--- src/hw/rtl/fsra_pkg.sv ---
// ----------------------------------------------------------------------------
// fsra_pkg
// Shared constants and controller/datapath interface types for the feed
// sequence reorder arbiter.
// ----------------------------------------------------------------------------
package fsra_pkg;

   localparam int FEED_W         = 8;
   localparam int SEQ_W          = 64;
   localparam int PRICE_W        = 64;
   localparam int DATA_W         = 136;  // feed + seq + price, whole bytes
   localparam int WINDOW_DEFAULT = 32;
   localparam int MAX_RESULTS    = 32;
   localparam int CNT_W          = $clog2(MAX_RESULTS + 1);

   // Result kinds carried on tuser.
   localparam logic KIND_RELEASE = 1'b0;
   localparam logic KIND_REJECT  = 1'b1;

   typedef struct packed {
      logic load;    // capture the accepted transaction
      logic eval;    // classify the held item, start the sequence if needed
      logic store;   // park the held item in the reorder window
      logic reject;  // emit an overflow result
      logic emit;    // emit the update at the expected sequence
   } ctrl_cmd_type;

   typedef struct packed {
      logic is_old;     // below the expected sequence
      logic is_head;    // exactly the expected sequence
      logic in_win;     // ahead of expected, inside the window
      logic out_free;   // result register can take a new result
      logic emit_last;  // the result emitted now ends the run
   } dp_status_type;

endpackage

--- src/hw/rtl/feed_sequence_reorder_arbiter_unit.sv ---
// ----------------------------------------------------------------------------
// feed_sequence_reorder_arbiter_unit
// Merges sequence-numbered updates from redundant feeds into one in-order
// stream, buffering early arrivals in a reorder window.
//
//   Channel  Direction  Payload
//   req_     in         tdata: feed_id[7:0], seq[71:8], price[135:72]
//   rsp_     out        tdata: out_feed_id[7:0], out_seq[71:8], out_price[135:72]
//                       tuser: kind (1 = beyond window), tlast: last
//
// An update is accepted, then classified, when it is dropped or stored. An
// update at the expected sequence then drains from the window memory one result
// per cycle while the result register is free, up to the result cap, through a
// single result register. Reset is synchronous and clears all slot valid bits
// at once. A stalled result register holds the drain or the reject in place; no
// new transaction is accepted until the current update is finished.
// ----------------------------------------------------------------------------
module feed_sequence_reorder_arbiter_unit #(
   parameter int WINDOW = fsra_pkg::WINDOW_DEFAULT
) (
   input  logic                        clock,
   input  logic                        reset,
   input  logic                        req_tvalid,
   output logic                        req_tready,
   input  logic [fsra_pkg::DATA_W-1:0] req_tdata,   // feed_id, seq, price
   output logic                        rsp_tvalid,
   input  logic                        rsp_tready,
   output logic [fsra_pkg::DATA_W-1:0] rsp_tdata,   // out_feed_id, out_seq, out_price
   output logic                        rsp_tuser,   // kind
   output logic                        rsp_tlast
);

   fsra_pkg::ctrl_cmd_type  cmd;
   fsra_pkg::dp_status_type status;

   fsra_ctrl u_ctrl (
      .clock      (clock),
      .reset      (reset),
      .req_tvalid (req_tvalid),
      .req_tready (req_tready),
      .status     (status),
      .cmd        (cmd)
   );

   fsra_datapath #(
      .WINDOW (WINDOW)
   ) u_datapath (
      .clock      (clock),
      .reset      (reset),
      .req_tdata  (req_tdata),
      .rsp_tvalid (rsp_tvalid),
      .rsp_tready (rsp_tready),
      .rsp_tdata  (rsp_tdata),
      .rsp_tuser  (rsp_tuser),
      .rsp_tlast  (rsp_tlast),
      .cmd        (cmd),
      .status     (status)
   );

endmodule

--- src/hw/rtl/fsra_ctrl.sv ---
// ----------------------------------------------------------------------------
// fsra_ctrl
// Controller state machine: accepts one update, classifies it, then drops,
// stores or rejects it, or drains the in-order run from the reorder window.
// ----------------------------------------------------------------------------
module fsra_ctrl (
   input  logic                    clock,
   input  logic                    reset,
   input  logic                    req_tvalid,
   output logic                    req_tready,
   input  fsra_pkg::dp_status_type status,
   output fsra_pkg::ctrl_cmd_type  cmd
);

   localparam logic [1:0] ST_IDLE  = 2'd0;
   localparam logic [1:0] ST_EVAL  = 2'd1;
   localparam logic [1:0] ST_DRAIN = 2'd2;

   logic [1:0] state_ff;
   logic [1:0] state_in;

   always_comb begin
      state_in   = state_ff;
      req_tready = 1'b0;
      cmd        = '0;
      unique case (state_ff)
         ST_IDLE: begin
            req_tready = 1'b1;
            cmd.load   = req_tvalid;
            if (req_tvalid) begin
               state_in = ST_EVAL;
            end
         end
         ST_EVAL: begin
            cmd.eval = 1'b1;
            priority if (status.is_old) begin
               state_in = ST_IDLE;
            end else if (status.is_head) begin
               state_in = ST_DRAIN;
            end else if (status.in_win) begin
               cmd.store = 1'b1;
               state_in  = ST_IDLE;
            end else if (status.out_free) begin
               cmd.reject = 1'b1;
               state_in   = ST_IDLE;
            end
         end
         ST_DRAIN: begin
            if (status.out_free) begin
               cmd.emit = 1'b1;
               if (status.emit_last) begin
                  state_in = ST_IDLE;
               end
            end
         end
         default: begin
            state_in = ST_IDLE;
         end
      endcase
   end

   always_ff @(posedge clock) begin
      if (reset) begin
         state_ff <= ST_IDLE;
      end else begin
         state_ff <= state_in;
      end
   end

endmodule

--- src/hw/rtl/fsra_datapath.sv ---
// ----------------------------------------------------------------------------
// fsra_datapath
// Sequence tracking, reorder window storage with per-slot valid bits, and the
// registered result stage.
// ----------------------------------------------------------------------------
module fsra_datapath #(
   parameter int WINDOW = fsra_pkg::WINDOW_DEFAULT
) (
   input  logic                        clock,
   input  logic                        reset,
   input  logic [fsra_pkg::DATA_W-1:0] req_tdata,
   output logic                        rsp_tvalid,
   input  logic                        rsp_tready,
   output logic [fsra_pkg::DATA_W-1:0] rsp_tdata,
   output logic                        rsp_tuser,
   output logic                        rsp_tlast,
   input  fsra_pkg::ctrl_cmd_type      cmd,
   output fsra_pkg::dp_status_type     status
);

   localparam int IDX_W = $clog2(WINDOW);
   localparam int ENT_W = fsra_pkg::FEED_W + fsra_pkg::PRICE_W;
   localparam logic [IDX_W:0]   WIN_EXT  = (IDX_W + 1)'(WINDOW);
   localparam logic [IDX_W-1:0] WIN_LAST = IDX_W'(WINDOW - 1);
   localparam logic [fsra_pkg::SEQ_W-1:0] WIN_SEQ = fsra_pkg::SEQ_W'(WINDOW);
   localparam logic [fsra_pkg::CNT_W-1:0] CAP_LAST =
      fsra_pkg::CNT_W'(fsra_pkg::MAX_RESULTS - 1);

   // Held input item.
   logic [fsra_pkg::FEED_W-1:0]  item_feed_ff;
   logic [fsra_pkg::SEQ_W-1:0]   item_seq_ff;
   logic [fsra_pkg::PRICE_W-1:0] item_price_ff;

   // Sequence state. Slots are addressed relative to the expected sequence,
   // so exp_slot_ff tracks the slot of exp_ff without any modulo hardware.
   logic [fsra_pkg::SEQ_W-1:0]   exp_ff;
   logic                         started_ff;
   logic [IDX_W-1:0]             exp_slot_ff;
   logic [WINDOW-1:0]            valid_ff;
   logic [fsra_pkg::CNT_W-1:0]   count_ff;

   logic [ENT_W-1:0]             mem [WINDOW];
   logic [ENT_W-1:0]             rdata_ff;

   // Result register.
   logic                         rsp_valid_ff;
   logic [fsra_pkg::FEED_W-1:0]  out_feed_ff;
   logic [fsra_pkg::SEQ_W-1:0]   out_seq_ff;
   logic [fsra_pkg::PRICE_W-1:0] out_price_ff;
   logic                         out_kind_ff;
   logic                         out_last_ff;

   logic [fsra_pkg::SEQ_W-1:0]   eff_exp;
   logic [fsra_pkg::SEQ_W-1:0]   diff;
   logic [IDX_W:0]               win_sum;
   logic [IDX_W-1:0]             win_slot;
   logic [IDX_W-1:0]             slot_next;
   logic [IDX_W-1:0]             rd_addr;
   logic                         out_free;
   logic                         cur_valid;
   logic                         emit_last;

   always_comb begin
      eff_exp   = started_ff ? exp_ff : item_seq_ff;
      diff      = item_seq_ff - eff_exp;
      win_sum   = {1'b0, exp_slot_ff} + {1'b0, diff[IDX_W-1:0]};
      win_slot  = (win_sum >= WIN_EXT) ? IDX_W'(win_sum - WIN_EXT) : win_sum[IDX_W-1:0];
      slot_next = (exp_slot_ff == WIN_LAST) ? '0 : exp_slot_ff + 1'b1;
      rd_addr   = cmd.emit ? slot_next : exp_slot_ff;
      out_free  = !rsp_valid_ff || rsp_tready;
      cur_valid = valid_ff[exp_slot_ff];
      emit_last = (count_ff == CAP_LAST) || !valid_ff[slot_next];

      status.is_old    = item_seq_ff < eff_exp;
      status.is_head   = diff == '0;
      status.in_win    = diff < WIN_SEQ;
      status.out_free  = out_free;
      status.emit_last = emit_last;
   end

   always_ff @(posedge clock) begin
      if (cmd.load) begin
         item_feed_ff  <= req_tdata[fsra_pkg::FEED_W-1:0];
         item_seq_ff   <= req_tdata[fsra_pkg::FEED_W +: fsra_pkg::SEQ_W];
         item_price_ff <= req_tdata[fsra_pkg::FEED_W + fsra_pkg::SEQ_W +: fsra_pkg::PRICE_W];
      end
   end

   // Window memory: one write port, one registered read port.
   always_ff @(posedge clock) begin
      if (cmd.store && !valid_ff[win_slot]) begin
         mem[win_slot] <= {item_feed_ff, item_price_ff};
      end
      rdata_ff <= mem[rd_addr];
   end

   always_ff @(posedge clock) begin
      if (reset) begin
         exp_ff      <= '0;
         started_ff  <= 1'b0;
         exp_slot_ff <= '0;
         valid_ff    <= '0;
         count_ff    <= '0;
      end else begin
         if (cmd.eval) begin
            count_ff <= '0;
            if (!started_ff) begin
               exp_ff      <= item_seq_ff;
               started_ff  <= 1'b1;
               exp_slot_ff <= '0;
            end
         end
         if (cmd.store) begin
            valid_ff[win_slot] <= 1'b1;
         end
         if (cmd.emit) begin
            valid_ff[exp_slot_ff] <= 1'b0;
            exp_ff                <= exp_ff + 1'b1;
            exp_slot_ff           <= slot_next;
            count_ff              <= count_ff + 1'b1;
         end
      end
   end

   always_ff @(posedge clock) begin
      if (reset) begin
         rsp_valid_ff <= 1'b0;
      end else if (cmd.emit || cmd.reject) begin
         rsp_valid_ff <= 1'b1;
      end else if (rsp_tready) begin
         rsp_valid_ff <= 1'b0;
      end
   end

   always_ff @(posedge clock) begin
      if (cmd.emit) begin
         // A buffered first arrival takes precedence over the held item.
         out_feed_ff  <= cur_valid ? rdata_ff[ENT_W-1 -: fsra_pkg::FEED_W] : item_feed_ff;
         out_price_ff <= cur_valid ? rdata_ff[fsra_pkg::PRICE_W-1:0] : item_price_ff;
         out_seq_ff   <= exp_ff;
         out_kind_ff  <= fsra_pkg::KIND_RELEASE;
         out_last_ff  <= emit_last;
      end else if (cmd.reject) begin
         out_feed_ff  <= '0;
         out_price_ff <= '0;
         out_seq_ff   <= item_seq_ff;
         out_kind_ff  <= fsra_pkg::KIND_REJECT;
         out_last_ff  <= 1'b1;
      end
   end

   assign rsp_tvalid = rsp_valid_ff;
   assign rsp_tdata  = {out_price_ff, out_seq_ff, out_feed_ff};
   assign rsp_tuser  = out_kind_ff;
   assign rsp_tlast  = out_last_ff;

endmodule

--- config.mk ---
export PLATFORM = sky130hd
export DESIGN_NAME = feed_sequence_reorder_arbiter_unit
export DESIGN_NICKNAME = d
export VERILOG_FILES = /design/src/hw/rtl/fsra_pkg.sv /design/src/hw/rtl/feed_sequence_reorder_arbiter_unit.sv /design/src/hw/rtl/fsra_ctrl.sv /design/src/hw/rtl/fsra_datapath.sv
export SDC_FILE = /design/constraint.sdc
export NUM_CORES = 2
export LEC_CHECK = 0
export BUFFER_PORTS_ARGS = -buffer_cell sky130_fd_sc_hd__buf_4
export CORE_MARGIN = 5
export CORE_UTILIZATION = 45
export DETAILED_ROUTE_END_ITERATION = 10
export PLACE_DENSITY = 0.61
export SLEW_MARGIN = 5
export SYNTH_ARGS = -nofsm -noshare
export SYNTH_HDL_FRONTEND = slang
export SYNTH_SLANG_ARGS = --single-unit
--- constraint.sdc ---
create_clock -name clock -period 14.67 [get_ports clock]
set_input_delay 2.934 -clock clock [delete_from_list [all_inputs] [get_ports clock]]
set_output_delay 2.934 -clock clock [all_outputs]
set_load 0.01 [all_outputs]
==> impl_metrics.tcl <==
set metrics [dict create \
    status "complete, no violations" \
    worst_path_most_repeated_cell "buf_4" \
    cts_made_buffers 308 \
    viasPerCell 5.960 \
    post_drt_wl_per_cell_um 29.26 \
    drv_cap 0 \
    path_clk_slew_ns 0.06 \
    fp.dieH_um 508.4 \
    fp.dieArea_um2 258400 \
    worstSetupPathType "reg2reg" \
    numPlacedInstances 10080 \
    netlist_area_um2 111800 \
    yosys-top-cells-count "edfxtp_1 (2577), nand2_1 (1006), mux4_2 (603)" \
    drc 0 \
    slew_headroom 0.1031 \
    ys.flop_type "edfxtp_1" \
    ios 280 \
    cts_root_buf "clkbuf_16" \
    ir_drop_mv 0.1284 \
    ys_seq_area_frac 0.7253 \
    gr-total-overflow 0 \
    setup_tns_ns 0 \
    drive_gt1_frac 0.2153 \
    cts_max_level 5 \
    avgSynthCellArea_um2 16.75 \
    cp.arrival_ns 9.33 \
    vias 63270 \
    end_kind "flop" \
    yosysUniqueCellTypes 86 \
    ys_top_cells_by_area "edfxtp_1 (69%), mux4_2 (12%), nand2_1 (3.4%), dfxtp_1 (3.3%), nand3_1 (1.9%)" \
    synth_seq_cells 2761 \
    synth_edf_count 2577 \
    syn_to_final_growth_pct 14.59 \
    hold_viol_final 0 \
    grt_pass1_vias 63340 \
    period_needed_ns 8.822 \
    clk_path_buf_depth 4 \
    p_leak_nw 43.58 \
    cts_tree "done" \
    yosys.area.top_type "edfxtp_1" \
    antenna_found_initial 7 \
    clock_sinks 2761 \
    clock.fmax_ghz 0.1134 \
    rows 183 \
    slew_viol_final 0 \
    synth.most_common_cell "edfxtp_1" \
    ys.warnings.count 0 \
    slowest_delay_ns 0.91 \
    hold_class "reg2reg" \
    rsz0062_at_grt "false" \
    drt-pass1-iter-count 6 \
    nNetsFinal 7275 \
    critical-path-slowest-cell "nor4_1" \
    design.core.area_um2 248000 \
    grt_usage 0.2376 \
    drt_iter0_drc 7169 \
    grt_pass1_wl_mm 450.3 \
    post_layout_nonfiller_instances 10620 \
    fin_skew_ns 0.1098 \
    initial_core_util 0.4507 \
    grt_max_degree 111 \
    gp_congestion 0.8844 \
    hold_buffers 0 \
    path_max_fanout 42 \
    startpoint_type "flop" \
    synth-async-reset-ratio 0 \
    post_cts_buffers 0 \
    die_x_um 508.4 \
    finalCritPeriodShare 0.6013 \
    port_buffers 279 \
    critPathRequiredTime_ns 15.18 \
    worst_pin_slew_ns 1.345 \
    synth_nets 6888 \
    setup_viol 0 \
    drt.antenna.violating_nets 0 \
    postSynthCellCount 6671 \
    dp_hpwl_mm 182.3 \
    cts_resized 0 \
    power_density_nw_per_um2 132.5 \
    clk_latency_ns 0.96 \
    cp_cell_sequence "buf_4, mux2i_1, ha_1, a21oi_1, o21ai_0, a211oi_1, a2111oi_0, nand4_1, nor4_1, o2111ai_1, nor4_1, and4_1, nand3_4, nor4bb_4, buf_4, buf_4" \
    wirelength_mm 310.6 \
    synth_top_area_frac 0.6924 \
]
-- logic make-up after synthesis --
kind of cell               Yosys count  share of synthesized area
muxes                              768                     0.1363
AOI/OAI and AO/OA                  618                    0.03421
DFF                               2761                     0.7253
xor gates and xnor gates            30                   0.002351
buffers and inverters              431                    0.01513
and+or+nand+nor                   1986                    0.07790
adders and majority gates           77                   0.008754
-- routing by layer --
metal  wire length (um)  vias up  track usage
li1                   -    27010            -
met1             127000    32920       0.3340
met2             151200     2829       0.3882
met3              22650      508      0.03499
met4               9716        0      0.07112
met5                  0        -            0
-- worst paths after layout --
kind,startpoint,end,slack (ns),cells after the start
hold / removal,u_datapath.valid_ff[1]$_SDFF_PP0_,u_datapath.valid_ff[1]$_SDFF_PP0_,0.49,2
setup / recovery,u_datapath.started_ff$_SDFFE_PP0P_,u_datapath.mem[20][52]$_DFFE_PP_,5.85,16
setup reg to reg,u_datapath.started_ff$_SDFFE_PP0P_,u_datapath.mem[20][52]$_DFFE_PP_,5.85,16
hold reg to reg,u_datapath.valid_ff[1]$_SDFF_PP0_,u_datapath.valid_ff[1]$_SDFF_PP0_,0.49,2
-- flip-flops by register name, summed over array words and instances, names as in the netlist --
signal                    count
u_datapath.rsp_tlast          1
u_datapath.exp_ff            64
u_datapath.exp_slot_ff        5
u_datapath.rdata_ff          72
u_datapath.out_feed_ff        8
u_datapath.rsp_tuser          1
u_datapath.item_seq_ff       64
u_ctrl.state_ff               2
u_datapath.item_price_ff     64
u_datapath.rsp_tvalid         1
u_datapath.count_ff           6
u_datapath.out_price_ff      64
u_datapath.started_ff         1
u_datapath.valid_ff          32
u_datapath.out_seq_ff        64
u_datapath.item_feed_ff       8
u_datapath.mem             2304
-- power by group --
part           switching [mW]  internal [mW]  total, mW  leakage [nW]
combinational           0.477          0.211      0.688          13.9
clock                    3.03           4.49       7.52          4.81
sequential             0.0969           8.66       8.76          24.9
-- critical path: cells and delay by family, from the launching register on --
| family | cells | cell delay, ns |
|---|---|---|
| mux | 1 | 0.20 |
| fa+ha+maj | 1 | 0.52 |
| simple gates | 6 | 3.01 |
| flops | 1 | 0.69 |
| buf+inv | 3 | 2.11 |
| compound gates | 5 | 1.70 |
-- final cells by class --
| cell class | instances | area (um^2) |
|---|---|---|
| diodes | 2 | 5.005 |
| clock buffers | 411 | 8489 |
| clock inverters | 124 | 1290 |
| fillers | 20030 | 119900 |
| inverters | 62 | 232.7 |
| multi-input cells | 3479 | 29340 |
| flip-flops and latches | 2761 | 81070 |
| well taps | 3330 | 4167 |
| repair buffers | 446 | 3481 |
-- layout by cell type, fill, tap and decap left out, types with 75 or more instances in the layout --
master / synthesis / final
buf_4: 3 / 436
edfxtp_1: 2577 / 2577
clkbuf_16: 0 / 312
nor2_1: 307 / 301
dfxtp_1: 184 / 183
o21ai_0: 194 / 194
mux4_2: 603 / 603
nand2_1: 1006 / 1003
nand3_1: 428 / 428
mux2i_1: 160 / 158
ha_1: 75 / 75
a21oi_1: 196 / 194
-- per-stage QoR --
stage / total power, mW / area, um^2 / hold WS [ns] / utilization / setup slack (ns)
floorplan: 9.273 / 111800 / 0.4499 / - / 2.588
global placement: 9.597 / 118300 / 0.4608 / 0.4769 / 5.975
detailed placement: 9.601 / 118300 / 0.4768 / 0.4769 / 5.936
CTS: 17.08 / 128000 / 0.4856 / 0.5164 / 5.901
global route: 17.49 / 128100 / 0.5121 / 0.5165 / 5.696
finish: 16.97 / 128100 / 0.4889 / 0.5165 / 5.848
(Power assumes the default switching activity.)
